### config.mk
export PLATFORM = sky130hd
export DESIGN_NAME = tiled_frame_buffer_fill_flat
export DESIGN_NICKNAME = d
export VERILOG_FILES = /design/src/rtl/core/fbf_pkg.sv /design/src/rtl/core/fbf_if.sv /design/src/rtl/core/fbf_cfg.sv /design/src/rtl/core/fbf_pixel.sv /design/src/rtl/core/tiled_frame_buffer_fill.sv /design/src/flat_wrapper.sv
export SDC_FILE = /design/constraint.sdc
export NUM_CORES = 1
export LEC_CHECK = 0
export BUFFER_PORTS_ARGS = -buffer_cell sky130_fd_sc_hd__buf_2
export CELL_PAD_IN_SITES_DETAIL_PLACEMENT = 0
export CELL_PAD_IN_SITES_GLOBAL_PLACEMENT = 1
export CORE_ASPECT_RATIO = 0.9
export CORE_MARGIN = 2
export CORE_UTILIZATION = 50
export DETAILED_ROUTE_END_ITERATION = 12
export PLACE_DENSITY_LB_ADDON = 0.1
export SKIP_CTS_REPAIR_TIMING = 1
export SYNTH_ARGS = -nofsm -noshare
export SYNTH_HDL_FRONTEND = slang
export SYNTH_SLANG_ARGS = --single-unit
### constraint.sdc
create_clock -name clk -period 17 [get_ports clk]
set_input_delay 3.4 -clock clk [delete_from_list [all_inputs] [get_ports clk]]
set_output_delay 3.4 -clock clk [all_outputs]
set_load 0.01 [all_outputs]
### src/rtl/core/fbf_pkg.sv
// Shared types, codes and helpers for the tiled frame buffer fill block.
// No dependencies; every other file of the block refers to this package.
package fbf_pkg;

  // Default geometry limits, handed to the top level as parameter defaults
  localparam int TILE_PIXELS_DEF   = 32;
  localparam int MAX_DIMENSION_DEF = 2048;

  // Fixed field widths
  localparam int REG_W       = 12;
  localparam int WORD_W      = 32;
  localparam int IDX_W       = 22;
  localparam int CFG_INDEX_W = 3;

  // Reset value of both buffer dimensions
  localparam int BUFFER_RESET = 32;

  // Chequer pattern: grey level and the counter bit that selects the square
  localparam logic [7:0] CHECK_GREY = 8'hb0;
  localparam int         CHECK_BIT  = 3;

  typedef enum logic [1:0] {
    FILL_IMAGE   = 2'd0,
    FILL_CHECKER = 2'd1,
    FILL_SOLID   = 2'd2
  } fill_mode_t;

  typedef enum logic [CFG_INDEX_W-1:0] {
    REG_FILL_MODE     = 3'd0,
    REG_BUFFER_WIDTH  = 3'd1,
    REG_BUFFER_HEIGHT = 3'd2,
    REG_SRC_WIDTH     = 3'd3,
    REG_SRC_HEIGHT    = 3'd4,
    REG_SOLID_COLOR   = 3'd5
  } cfg_reg_t;

  // Registers whose width does not follow from the geometry parameters
  typedef struct packed {
    fill_mode_t          fill_mode;
    logic [REG_W-1:0]    src_width;
    logic [REG_W-1:0]    src_height;
    logic [WORD_W-1:0]   solid_color;
  } cfg_t;

  // colour * alpha / 255, truncated; exact for every 8-bit pair
  function automatic logic [7:0] premul(input logic [7:0] c, input logic [7:0] a);
    logic [15:0] p;
    logic [16:0] s;
    begin
      p = c * a;
      s = 17'(p) + 17'(p[15:8]) + 17'd1;
      premul = s[15:8];
    end
  endfunction

endpackage

### src/rtl/core/fbf_if.sv
// Channel interfaces of the tiled frame buffer fill block: pixels in,
// pixel writes out, configuration writes. Depends on fbf_pkg.
interface fbf_pixel_if;
  logic                      valid;
  logic                      ready;
  logic [fbf_pkg::WORD_W-1:0] source_pixel;

  modport source (output valid, output source_pixel, input ready);
  modport sink   (input valid, input source_pixel, output ready);
endinterface

interface fbf_write_if;
  logic                      valid;
  logic                      ready;
  logic [fbf_pkg::IDX_W-1:0]  pixel_index;
  logic [fbf_pkg::WORD_W-1:0] pixel_word;
  logic                      frame_last;

  modport source (output valid, output pixel_index, output pixel_word,
                  output frame_last, input ready);
  modport sink   (input valid, input pixel_index, input pixel_word,
                  input frame_last, output ready);
endinterface

interface fbf_cfg_if;
  logic                           valid;
  logic                           ready;
  logic [fbf_pkg::CFG_INDEX_W-1:0] index;
  logic [fbf_pkg::WORD_W-1:0]      value;

  modport source (output valid, output index, output value, input ready);
  modport sink   (input valid, input index, input value, output ready);
endinterface

### src/rtl/core/fbf_cfg.sv
// Configuration registers, with buffer sizes clamped and rounded up to whole
// tiles. Depends on fbf_pkg and fbf_cfg_if.
module fbf_cfg #(
  parameter int TILE_PIXELS   = fbf_pkg::TILE_PIXELS_DEF,
  parameter int MAX_DIMENSION = fbf_pkg::MAX_DIMENSION_DEF,
  localparam int DIM_W     = $clog2(MAX_DIMENSION + 1),
  localparam int TILES_MAX = (MAX_DIMENSION + TILE_PIXELS - 1) / TILE_PIXELS,
  localparam int PAD_MAX   = TILES_MAX * TILE_PIXELS,
  localparam int PW_W      = $clog2(PAD_MAX + 1)
) (
  input  logic              clk,
  input  logic              rst,
  fbf_cfg_if.sink           cfg,
  output fbf_pkg::cfg_t     regs,
  output logic [DIM_W-1:0]  buf_w,
  output logic [DIM_W-1:0]  buf_h,
  output logic [PW_W-1:0]   pad_w,
  output logic [PW_W-1:0]   pad_h
);

  localparam int CMP_W  = ((DIM_W > fbf_pkg::REG_W) ? DIM_W : fbf_pkg::REG_W) + 1;
  localparam int XW     = $clog2(MAX_DIMENSION + TILE_PIXELS);
  localparam int SHIFT  = XW + $clog2(TILE_PIXELS);
  localparam int MW     = SHIFT + 1;
  localparam longint RECIP = ((longint'(1) << SHIFT) + TILE_PIXELS - 1) / TILE_PIXELS;
  localparam int QW     = $clog2(TILES_MAX + 1);
  localparam int DIM_RST   = (fbf_pkg::BUFFER_RESET > MAX_DIMENSION) ?
                             MAX_DIMENSION : fbf_pkg::BUFFER_RESET;
  localparam int TILES_RST = (DIM_RST + TILE_PIXELS - 1) / TILE_PIXELS;
  localparam int PAD_RST   = TILES_RST * TILE_PIXELS;

  logic [CMP_W-1:0]    wr_raw;
  logic [DIM_W-1:0]    wr_dim;
  logic [XW-1:0]       wr_x;
  logic [XW+MW-1:0]    wr_prod;
  logic [QW-1:0]       wr_tiles;
  logic [QW-1:0]       tiles_w;
  logic [QW-1:0]       tiles_h;
  fbf_pkg::cfg_reg_t   wr_reg;

  assign cfg.ready = 1'b1;
  assign wr_reg    = fbf_pkg::cfg_reg_t'(cfg.index);

  // Clamp into 1..MAX_DIMENSION, then count tiles by reciprocal multiply
  always_comb begin
    wr_raw = CMP_W'(cfg.value[fbf_pkg::REG_W-1:0]);
    if (wr_raw == '0) begin
      wr_dim = DIM_W'(1);
    end else if (wr_raw > CMP_W'(MAX_DIMENSION)) begin
      wr_dim = DIM_W'(MAX_DIMENSION);
    end else begin
      wr_dim = DIM_W'(wr_raw);
    end
    wr_x     = XW'(wr_dim) + XW'(TILE_PIXELS - 1);
    wr_prod  = (XW+MW)'(wr_x) * (XW+MW)'(RECIP);
    wr_tiles = QW'(wr_prod >> SHIFT);
  end

  always_ff @(posedge clk) begin
    if (rst) begin
      regs.fill_mode   <= fbf_pkg::FILL_IMAGE;
      regs.src_width   <= '0;
      regs.src_height  <= '0;
      regs.solid_color <= '0;
      buf_w   <= DIM_W'(DIM_RST);
      buf_h   <= DIM_W'(DIM_RST);
      tiles_w <= QW'(TILES_RST);
      tiles_h <= QW'(TILES_RST);
      pad_w   <= PW_W'(PAD_RST);
      pad_h   <= PW_W'(PAD_RST);
    end else begin
      pad_w <= PW_W'(tiles_w * TILE_PIXELS);
      pad_h <= PW_W'(tiles_h * TILE_PIXELS);
      if (cfg.valid) begin
        case (wr_reg)
          fbf_pkg::REG_FILL_MODE: begin
            regs.fill_mode <= fbf_pkg::fill_mode_t'(cfg.value[1:0]);
          end
          fbf_pkg::REG_BUFFER_WIDTH: begin
            buf_w   <= wr_dim;
            tiles_w <= wr_tiles;
          end
          fbf_pkg::REG_BUFFER_HEIGHT: begin
            buf_h   <= wr_dim;
            tiles_h <= wr_tiles;
          end
          fbf_pkg::REG_SRC_WIDTH: begin
            regs.src_width <= cfg.value[fbf_pkg::REG_W-1:0];
          end
          fbf_pkg::REG_SRC_HEIGHT: begin
            regs.src_height <= cfg.value[fbf_pkg::REG_W-1:0];
          end
          fbf_pkg::REG_SOLID_COLOR: begin
            regs.solid_color <= cfg.value;
          end
          default: begin
          end
        endcase
      end
    end
  end

endmodule

### src/rtl/core/fbf_pixel.sv
// Pixel word selection: premultiplied image, chequer pattern or solid colour.
// Purely combinational. Depends on fbf_pkg.
module fbf_pixel #(
  parameter int TILE_PIXELS   = fbf_pkg::TILE_PIXELS_DEF,
  parameter int MAX_DIMENSION = fbf_pkg::MAX_DIMENSION_DEF,
  localparam int DIM_W     = $clog2(MAX_DIMENSION + 1),
  localparam int TILES_MAX = (MAX_DIMENSION + TILE_PIXELS - 1) / TILE_PIXELS,
  localparam int PAD_MAX   = TILES_MAX * TILE_PIXELS,
  localparam int PW_W      = $clog2(PAD_MAX + 1),
  localparam int CW        = $clog2(PAD_MAX)
) (
  input  logic [CW-1:0]               col,
  input  logic [CW-1:0]               row,
  input  fbf_pkg::cfg_t               regs,
  input  logic [DIM_W-1:0]            buf_w,
  input  logic [DIM_W-1:0]            buf_h,
  input  logic [fbf_pkg::WORD_W-1:0]  source_pixel,
  output logic [fbf_pkg::WORD_W-1:0]  word
);

  localparam int CMP_W = ((PW_W > fbf_pkg::REG_W) ? PW_W : fbf_pkg::REG_W) + 1;

  logic [CMP_W-1:0] col_x;
  logic [CMP_W-1:0] row_x;
  logic             in_buffer;
  logic             in_image;
  logic [7:0]       alpha;

  assign col_x     = CMP_W'(col);
  assign row_x     = CMP_W'(row);
  assign in_buffer = (col_x < CMP_W'(buf_w)) && (row_x < CMP_W'(buf_h));
  assign in_image  = (col_x < CMP_W'(regs.src_width)) &&
                     (row_x < CMP_W'(regs.src_height));
  assign alpha     = source_pixel[31:24];

  always_comb begin
    word = '0;
    case (regs.fill_mode)
      fbf_pkg::FILL_IMAGE: begin
        if (in_image) begin
          word = {alpha,
                  fbf_pkg::premul(source_pixel[23:16], alpha),
                  fbf_pkg::premul(source_pixel[15:8], alpha),
                  fbf_pkg::premul(source_pixel[7:0], alpha)};
        end
      end
      fbf_pkg::FILL_CHECKER: begin
        word = in_buffer ? '1 : '0;
        // grey on squares of matching parity, padding included
        if (col[fbf_pkg::CHECK_BIT] == row[fbf_pkg::CHECK_BIT]) begin
          word = {word[31:24], fbf_pkg::CHECK_GREY, fbf_pkg::CHECK_GREY,
                  fbf_pkg::CHECK_GREY};
        end
      end
      fbf_pkg::FILL_SOLID: begin
        if (in_buffer) begin
          word = regs.solid_color;
        end
      end
      default: begin
        word = '0;
      end
    endcase
  end

endmodule

### src/rtl/core/tiled_frame_buffer_fill.sv
// Tiled frame buffer fill: top level with the raster walk and pixel pipeline.
// Depends on fbf_pkg, the channel interfaces, fbf_cfg and fbf_pixel.
//
// Walks a frame buffer padded to whole tiles in raster order and emits one
// pixel write per transfer on pixels: the linear index (row times padded
// width plus column, low 22 bits), the RGBA word and a flag on the last pixel
// of the padded frame. Throughput is one pixel per clock while writes is
// ready; each pixel passes an input register and then a result register
// before its write is presented, and a stalled writes channel holds one
// pixel in each register before pixels is throttled. The path between the
// two registers holds the row times padded width multiply and three 8x8
// alpha multiplies.
// A buffer size write is clamped to 1..MAX_DIMENSION and turned into a tile
// count in its own cycle; the padded size follows in the next cycle, in time
// for a pixel transferred right after the write. Config writes leave the walk
// counters alone: a column beyond a shrunken padded width wraps on the next
// pixel, a row beyond the padded height at its row's end. Write registers
// only while no pixel is in flight. No clearing pass is needed after reset.
module tiled_frame_buffer_fill #(
  parameter int TILE_PIXELS   = fbf_pkg::TILE_PIXELS_DEF,
  parameter int MAX_DIMENSION = fbf_pkg::MAX_DIMENSION_DEF
) (
  input  logic          clk,
  input  logic          rst,
  fbf_cfg_if.sink       cfg,
  fbf_pixel_if.sink     pixels,
  fbf_write_if.source   writes
);

  localparam int DIM_W     = $clog2(MAX_DIMENSION + 1);
  localparam int TILES_MAX = (MAX_DIMENSION + TILE_PIXELS - 1) / TILE_PIXELS;
  localparam int PAD_MAX   = TILES_MAX * TILE_PIXELS;
  localparam int PW_W      = $clog2(PAD_MAX + 1);
  localparam int CW        = $clog2(PAD_MAX);
  localparam int LIM_W     = PW_W + 1;
  localparam int PROD_W    = CW + PW_W;

  fbf_pkg::cfg_t                regs;
  logic [DIM_W-1:0]             buf_w;
  logic [DIM_W-1:0]             buf_h;
  logic [PW_W-1:0]              pad_w;
  logic [PW_W-1:0]              pad_h;

  // Input register
  logic                         s1_valid;
  logic [fbf_pkg::WORD_W-1:0]   s1_pixel;

  // Walk counters
  logic [CW-1:0]                col;
  logic [CW-1:0]                row;
  logic [CW-1:0]                col_next;
  logic [CW-1:0]                row_next;

  // Result register
  logic                         wr_valid;
  logic [fbf_pkg::IDX_W-1:0]    wr_index;
  logic [fbf_pkg::WORD_W-1:0]   wr_word;
  logic                         wr_last;

  logic                         out_free;
  logic                         s1_fire;
  logic                         last_col;
  logic                         last_row;
  logic [PROD_W-1:0]            row_base;
  logic [PROD_W:0]              index_full;
  logic [fbf_pkg::WORD_W-1:0]   word;

  fbf_cfg #(
    .TILE_PIXELS   (TILE_PIXELS),
    .MAX_DIMENSION (MAX_DIMENSION)
  ) u_cfg (
    .clk   (clk),
    .rst   (rst),
    .cfg   (cfg),
    .regs  (regs),
    .buf_w (buf_w),
    .buf_h (buf_h),
    .pad_w (pad_w),
    .pad_h (pad_h)
  );

  fbf_pixel #(
    .TILE_PIXELS   (TILE_PIXELS),
    .MAX_DIMENSION (MAX_DIMENSION)
  ) u_pixel (
    .col          (col),
    .row          (row),
    .regs         (regs),
    .buf_w        (buf_w),
    .buf_h        (buf_h),
    .source_pixel (s1_pixel),
    .word         (word)
  );

  // Advance the input register whenever the result register frees up
  assign out_free     = !wr_valid || writes.ready;
  assign s1_fire      = s1_valid && out_free;
  assign pixels.ready = !s1_valid || out_free;

  // Compare against padded size minus one as counter plus one, so a stale
  // counter at or beyond the edge wraps
  assign last_col = (LIM_W'(col) + LIM_W'(1)) >= LIM_W'(pad_w);
  assign last_row = (LIM_W'(row) + LIM_W'(1)) >= LIM_W'(pad_h);

  assign row_base   = PROD_W'(row) * PROD_W'(pad_w);
  assign index_full = (PROD_W+1)'(row_base) + (PROD_W+1)'(col);

  always_comb begin
    if (last_col) begin
      col_next = '0;
      row_next = last_row ? '0 : CW'(row + CW'(1));
    end else begin
      col_next = CW'(col + CW'(1));
      row_next = row;
    end
  end

  always_ff @(posedge clk) begin
    if (rst) begin
      s1_valid <= 1'b0;
      wr_valid <= 1'b0;
      col      <= '0;
      row      <= '0;
    end else begin
      if (pixels.ready) begin
        s1_valid <= pixels.valid;
      end
      if (out_free) begin
        wr_valid <= s1_valid;
      end
      if (s1_fire) begin
        col <= col_next;
        row <= row_next;
      end
    end
  end

  // Payload registers: hold unless the stage takes a new pixel
  always_ff @(posedge clk) begin
    if (pixels.valid && pixels.ready) begin
      s1_pixel <= pixels.source_pixel;
    end
    if (s1_fire) begin
      wr_index <= fbf_pkg::IDX_W'(index_full);
      wr_word  <= word;
      wr_last  <= last_col && last_row;
    end
  end

  assign writes.valid       = wr_valid;
  assign writes.pixel_index = wr_index;
  assign writes.pixel_word  = wr_word;
  assign writes.frame_last  = wr_last;

  a_col_wrap: assert property (@(posedge clk) disable iff (rst)
    s1_fire && last_col |=> col == '0)
    else $error("column counter did not wrap at the padded edge");

  a_frame_wrap: assert property (@(posedge clk) disable iff (rst)
    s1_fire && last_col && last_row |=> (col == '0) && (row == '0))
    else $error("walk did not restart after the last pixel of the frame");

  a_s1_hold: assert property (@(posedge clk) disable iff (rst)
    s1_valid && !out_free |=> s1_valid && $stable(s1_pixel) && $stable(col))
    else $error("stalled pixel lost or walk advanced under stall");

  a_result_follows: assert property (@(posedge clk) disable iff (rst)
    s1_fire |=> wr_valid)
    else $error("pixel left the input register without a result");

  a_pad_nonzero: assert property (@(posedge clk) disable iff (rst)
    (pad_w != '0) && (pad_h != '0))
    else $error("padded size is zero");

endmodule

### src/flat_wrapper.sv
// flat-port wrapper written by rule: the top's interface ports become plain ports
module tiled_frame_buffer_fill_flat 
#(
  parameter int TILE_PIXELS   = fbf_pkg::TILE_PIXELS_DEF,
  parameter int MAX_DIMENSION = fbf_pkg::MAX_DIMENSION_DEF
)
  (clk, rst, cfg_valid, cfg_index, cfg_value, cfg_ready, pixels_valid, pixels_source_pixel, pixels_ready, writes_valid, writes_pixel_index, writes_pixel_word, writes_frame_last, writes_ready);
  fbf_cfg_if cfg_i ();
  fbf_pixel_if pixels_i ();
  fbf_write_if writes_i ();
  input  logic clk;
  input  logic rst;
  input wire logic [$bits(cfg_i.valid)-1:0] cfg_valid;
  input wire logic [$bits(cfg_i.index)-1:0] cfg_index;
  input wire logic [$bits(cfg_i.value)-1:0] cfg_value;
  output wire logic [$bits(cfg_i.ready)-1:0] cfg_ready;
  input wire logic [$bits(pixels_i.valid)-1:0] pixels_valid;
  input wire logic [$bits(pixels_i.source_pixel)-1:0] pixels_source_pixel;
  output wire logic [$bits(pixels_i.ready)-1:0] pixels_ready;
  output wire logic [$bits(writes_i.valid)-1:0] writes_valid;
  output wire logic [$bits(writes_i.pixel_index)-1:0] writes_pixel_index;
  output wire logic [$bits(writes_i.pixel_word)-1:0] writes_pixel_word;
  output wire logic [$bits(writes_i.frame_last)-1:0] writes_frame_last;
  input wire logic [$bits(writes_i.ready)-1:0] writes_ready;
  assign cfg_i.valid = cfg_valid;
  assign cfg_i.index = cfg_index;
  assign cfg_i.value = cfg_value;
  assign cfg_ready = cfg_i.ready;
  assign pixels_i.valid = pixels_valid;
  assign pixels_i.source_pixel = pixels_source_pixel;
  assign pixels_ready = pixels_i.ready;
  assign writes_valid = writes_i.valid;
  assign writes_pixel_index = writes_i.pixel_index;
  assign writes_pixel_word = writes_i.pixel_word;
  assign writes_frame_last = writes_i.frame_last;
  assign writes_i.ready = writes_ready;
  tiled_frame_buffer_fill #(.TILE_PIXELS(TILE_PIXELS), .MAX_DIMENSION(MAX_DIMENSION)) u_core (.clk(clk), .rst(rst), .cfg(cfg_i), .pixels(pixels_i), .writes(writes_i));
endmodule
After elaboration in Yosys (flattened, before gate mapping)
Index checks and enable logic that the tools add are counted.
{"block": "totals", "word_cells": 79, "regBits": 231, "inputBits": 72, "output_inout_bits": 58}
{"block": "op_classes", "addsub": 12, "n_eq_ne": 8, "muxes": 9, "n_mul": 4, "n_reduce_logical": 19, "n_lt_le_gt_ge": 7}
{"op": "32-bit 2-to-1 mux", "count": 3}
{"op": "32-bit one-hot mux with 3 select lines", "count": 1}
{"op": "16-bit by 1-bit adder with 16-bit output (second input constant)", "count": 3}
{"op": "16-bit by 8-bit adder with 16-bit output", "count": 3}
{"op": "11-bit by 12-bit < comparator with 1-bit output", "count": 4}
{"op": "8-bit by 8-bit multiplier with 16-bit output", "count": 3}
{"op": "13-bit by 12-bit greater-or-equal comparator with 1-bit output", "count": 2}
{"op": "11-bit by 1-bit adder with 12-bit output (second input constant)", "count": 2}
{"op": "12-bit 2-to-1 mux", "count": 2}
{"op": "24-bit 2-to-1 mux", "count": 1}
{"op": "11-bit by 1-bit adder with 11-bit output (second input constant)", "count": 2}
{"op": "22-bit by 11-bit adder with 22-bit output", "count": 1}
{"op": "11-bit by 12-bit multiplier with 22-bit output", "count": 1}
{"op": "11-bit 2-to-1 mux", "count": 2}
{"op": "2-bit AND reduction", "count": 7}
{"op": "12-bit by 5-bit adder with 12-bit output (second input constant)", "count": 1}
{"op": "12-bit greater-than comparator (second input constant)", "count": 1}
{"op": "12-bit zero test", "count": 1}
{"op": "3-bit by 2-bit equality test with 1-bit output (second input constant)", "count": 2}
{"op": "3-bit equality test (second input constant)", "count": 2}
{"op": "1-bit logical AND", "count": 5}
{"op": "3-bit by 1-bit equality test with 1-bit output (second input constant)", "count": 1}
{"op": "3-bit zero test", "count": 1}
{"op": "2-bit by 1-bit equality test with 1-bit output (second input constant)", "count": 1}
{"op": "other kinds (5)", "count": 7}

Logic depth before layout (Yosys ltp)
{"block": "logic_depth", "depth_word": 5, "mapped_depth": 26, "ltp_nobuf": 26}

Cells and area by module
Synthesis repeated with hierarchy kept, for this count alone.
{"block": "hier_totals", "cells_unflattened": 2475, "hier_area_um2": 22362.7}
{"mod": "fbf_pixel", "seq_area_each_um2": 0.0, "cells_each": 1118, "area_each_um2": 9178.8, "n_inst": 1}
{"mod": "tiled_frame_buffer_fill", "seq_area_each_um2": 3093.0, "cells_each": 866, "area_each_um2": 9077.5, "n_inst": 1}
{"mod": "fbf_cfg", "seq_area_each_um2": 2202.1, "cells_each": 491, "area_each_um2": 4106.4, "n_inst": 1}

Least setup slack after synthesis
OpenSTA, ideal clock, no wires.
{"block": "synth_path", "path_type": "input-to-output", "start": "input writes_ready", "end": "output pixels_ready", "n_path_buf": 0, "cell_stages": 2, "arrival_time_ps": 3697, "t_required_ps": 13600, "path_slack_ps": 9903, "cell_sequence": "nor2b_1 -> nand2_1"}
{"block": "synth_between", "elab_chain_cells": 2}
{"item": "start, declared", "line": "flat_wrapper.sv:24", "source": "input wire logic [$bits(writes_i.ready)-1:0] writes_ready;"}
{"item": "1-bit logical OR", "line": "tiled_frame_buffer_fill.sv:96", "source": "assign out_free = !wr_valid || writes.ready;"}
{"item": "1-bit logical OR", "line": "tiled_frame_buffer_fill.sv:98", "source": "assign pixels.ready = !s1_valid || out_free;"}
{"item": "end, declared", "line": "flat_wrapper.sv:19", "source": "output wire logic [$bits(pixels_i.ready)-1:0] pixels_ready;"}
No other way between the ends.

Worst setup path after layout
Ends and elaborated chain as after synthesis.

==> impl_metrics.py <==
metrics = {
    "place": {
        "io_buffer_count": 128,
        "gp_routability_congestion": 0.845,
        "hpwl_um": 37800,
    },
    "logic_synthesis": {
        "synthFlopType": "sky130_fd_sc_hd__dfxtp_1",
        "synth-seq-cells": 221,
        "synth_edf_count": 87,
        "syn-instance-count": 2262,
        "synth.largest_area_cell": "sky130_fd_sc_hd__fa_1",
        "async_reset_ff_frac": 0,
        "postSynthNetCount": 2724,
        "synth_sequential_area_ratio": 0.263,
        "synth_warnings": 0,
        "yosysUniqueCellTypes": 82,
        "synth_largest_type_area_fraction": 0.156,
        "syn_area_per_cell_um2": 8.90,
        "synth.area.top_cells": "sky130_fd_sc_hd__fa_1 16%, sky130_fd_sc_hd__ha_1 14%, sky130_fd_sc_hd__dfxtp_1 13%",
        "post_synth_instance_area_mm2": 0.0201,
    },
    "die": {
        "initial_core_util": 0.508,
        "top_level_ports": 130,
        "placementRows": 69,
        "die-width_um": 215,
        "die_area_mm2": 0.0419,
        "core_mm2": 0.0396,
        "die_h_um": 194,
    },
    "timing": {
        "totalNegativeSetupSlack_ns": 0,
        "fin_skew_ns": 0.0269,
        "setup_viol_count_final": 0,
        "slew_viol_final": 0,
        "timing.max_slew.rel_slack": 0.293,
        "post-route-min-period_ns": 7.35,
        "max_freq_mhz": 136,
        "finalHoldWorstSlack_ns": 0.442,
        "slew_at_the_pin_with_the_worst_max_slew_slack_ns": 1.06,
        "rsz0062_at_grt": "no",
        "count_of_endpoints_failing_hold_in_the_final_timing_report": 0,
        "finalCritPeriodShare": 0.432,
    },
    "global_route": {
        "grt_antenna_before_repair": 2,
        "grt_first_pass_wirelength_um": 80800,
        "grt_max_degree": 94,
        "gr-usage-all-layers": 0.238,
        "final_global_route_overflow_total": 0,
        "vias_in_the_first_global_route": 15400,
    },
    "clock_tree": {
        "clk_latency_ns": 0.57,
        "cts_tree": "built",
        "cts.sinks": 221,
        "cts_htree_levels": 1,
        "clkSlewWorstSetupHoldPaths_ns": 0.06,
        "clock-root-buffer": "sky130_fd_sc_hd__clkbuf_16",
        "ctsLongestPathBuffers": 3,
        "cts-buffers-inserted": 26,
    },
    "job": {
        "max-cap-violations": 0,
    },
    "routing": {
        "drtIter0Drc": 855,
        "route.vias.total": 15700,
        "drtAntennaViolNets": 0,
        "drcViolationCount": 0,
        "drt_wl_total_um": 49800,
        "routed_wire_length_per_instance_um": 17.2,
        "via_per_inst": 5.41,
        "drt_first_pass_iters": 5,
    },
    "hold_path": {
        "hold_path_class": "reg -> reg",
    },
    "critical_path": {
        "worstSetupEndpointType": "output port",
        "critical_path.n_buffers_inverters": 2,
        "largest_delay_share_family_worst_path": "simple AND/OR/NAND/NOR gates",
        "crit_arrival_ns": 3.95,
        "type_of_the_setup_path_with_the_least_slack": "in -> out",
        "crit_path_frequent_cell": "sky130_fd_sc_hd__buf_2",
        "worst_path_cell_with_the_longest_stage_delay": "sky130_fd_sc_hd__nor2b_1",
        "timing.critical_path.slowest_cell_delay_ns": 0.21,
        "worst_ep_required_time_ns": 13.60,
        "cp_cell_sequence": "buf_2 > nor2b_1 > nand2_1 > buf_2",
        "timing.critical_path.fanout_max": 4,
        "timing.critical_path.from_type": "input pin",
    },
    "cells_and_area": {
        "syn_to_final_growth_pct": 9.38,
        "diodes_inserted": 0,
        "design.final.nets": 2804,
        "post_route_cells_drive_above_1_share": 0.0889,
    },
    "pwr": {
        "max-vdd-ir-drop_uv": 141,
        "power.density_cell_area_mw_per_mm2": 113,
        "leakage_nw": 10.0,
    },
    "status": {
        "outcome": "finished clean",
    },
}
metrics by stage:
stage | cells | cell area (um^2) | total power [mW] | utilization | setup slack (ns)
CTS | 2894 | 22000 | 2.51 | 0.555 | 9.65
finish | 2894 | 22000 | 2.49 | 0.555 | 9.65
global route | 2894 | 22000 | 2.69 | 0.555 | 9.21
detailed placement | 2846 | 21200 | 1.97 | 0.535 | 9.65
global placement | 2846 | 21200 | 1.95 | 0.535 | 9.68
floorplan | 2262 | 20100 | 1.67 | - | 9.90
final cells by class:
| cell class | instances | area (um^2) |
|---|---|---|
| fill | 3617 | 17600 |
| inverter | 301 | 1130 |
| tap | 532 | 666 |
| timing repair buffer | 140 | 733 |
| sequential | 221 | 5300 |
| multi-input combinational | 1652 | 13400 |
| clock buffer | 37 | 712 |
| clock inverter | 11 | 86.3 |
sequential cells by signal, summed over array words and instances (netlist names):
register                   count
u_core.writes.pixel_word      32
u_core.writes.pixel_index     22
u_core.u_cfg.regs             58
u_core.row                    11
u_core.u_cfg.buf_w            12
u_core.u_cfg.buf_h            12
u_core.u_cfg.tiles_h           7
u_core.s1_pixel               32
u_core.writes.frame_last       1
u_core.col                    11
u_core.u_cfg.tiles_w           7
u_core.u_cfg.pad_h             7
u_core.writes.valid            1
u_core.s1_valid                1
u_core.u_cfg.pad_w             7
cells in the final DEF (no fill, tap or decap), types with 33 or more instances in the layout:
cell type | synthesis | routed
sky130_fd_sc_hd__xnor2_1 | 60 | 60
sky130_fd_sc_hd__and2_1 | 200 | 199
sky130_fd_sc_hd__nor3_1 | 43 | 43
sky130_fd_sc_hd__a21oi_1 | 172 | 172
sky130_fd_sc_hd__ha_1 | 233 | 233
sky130_fd_sc_hd__o21ai_0 | 45 | 45
sky130_fd_sc_hd__dfxtp_1 | 134 | 134
sky130_fd_sc_hd__nand2_1 | 300 | 300
sky130_fd_sc_hd__inv_1 | 301 | 300
sky130_fd_sc_hd__edfxtp_1 | 87 | 87
sky130_fd_sc_hd__fa_1 | 157 | 157
sky130_fd_sc_hd__buf_2 | 0 | 127
sky130_fd_sc_hd__nor2b_1 | 33 | 33
sky130_fd_sc_hd__nor2_1 | 85 | 83
worst reg2reg max path, delay by kind of cell (launching register included):
kind	cells	cell delay, ns
adder cells (fa/ha/maj)	7	3.25
AND/OR/NAND/NOR	3	0.67
buffers and inverters	3	0.16
XOR/XNOR	2	0.42
AO/OA/AOI/OAI	6	1.55
flip-flops	1	0.96
power breakdown:
part	switching [mW]	internal, mW	total (mW)
clock	0.235	0.294	0.529
combinational	0.800	0.562	1.36
sequential	0.0253	0.575	0.601
per-layer routing:
layer	GRT usage	part of all wire	vias up
met2	0.368	0.44	376
met5	0	0.00032	-
met3	0.0440	0.059	58
met4	0.0516	0.019	2
li1	-	-	7663
met1	0.349	0.48	7571
cell families (layout without fill, tap and decap cells):
logic type                 Yosys count  in the layout  synth area share
AOI/OAI and AO/OA                  380            380             0.123
xor gates and xnor gates            87             87            0.0407
adders and majority gates          394            394             0.303
buffers and inverters              389            489            0.0729
DFF                                221            221             0.263
muxes                                5              5           0.00249
other                                1              1          0.000186
and+or+nand+nor                    785            785             0.194
cells in the mapped netlist, types with 20 or more instances:
master and number:
sky130_fd_sc_hd__and2_1 200, sky130_fd_sc_hd__nor3_1 43, sky130_fd_sc_hd__a21o_1 20, sky130_fd_sc_hd__inv_1 301, sky130_fd_sc_hd__edfxtp_1 87, sky130_fd_sc_hd__a21oi_1 172
sky130_fd_sc_hd__nand3_1 32, sky130_fd_sc_hd__fa_1 157, sky130_fd_sc_hd__ha_1 233, sky130_fd_sc_hd__clkbuf_1 86, sky130_fd_sc_hd__nor2_1 85, sky130_fd_sc_hd__dfxtp_1 134
sky130_fd_sc_hd__o21ai_0 45, sky130_fd_sc_hd__and3_1 22, sky130_fd_sc_hd__xor2_1 23, sky130_fd_sc_hd__nand2_1 300, sky130_fd_sc_hd__xnor2_1 60, sky130_fd_sc_hd__nor2b_1 33
final timing paths:
path,from,end,slack [ns],cells past startpoint
hold / removal,u_core.u_cfg.tiles_w[0]$_SDFFE_PP1P_,u_core.u_cfg.pad_w[5]$_SDFF_PP1_,0.44,1
setup / recovery,writes_ready,pixels_ready,9.65,4
hold reg to reg,u_core.u_cfg.tiles_w[0]$_SDFFE_PP1P_,u_core.u_cfg.pad_w[5]$_SDFF_PP1_,0.44,1
setup reg to reg,u_core.s1_pixel[31]$_DFFE_PP_,u_core.writes.pixel_word[21]$_DFFE_PP_,9.74,21
No activity file was read; power rests on OpenSTA's default activity.
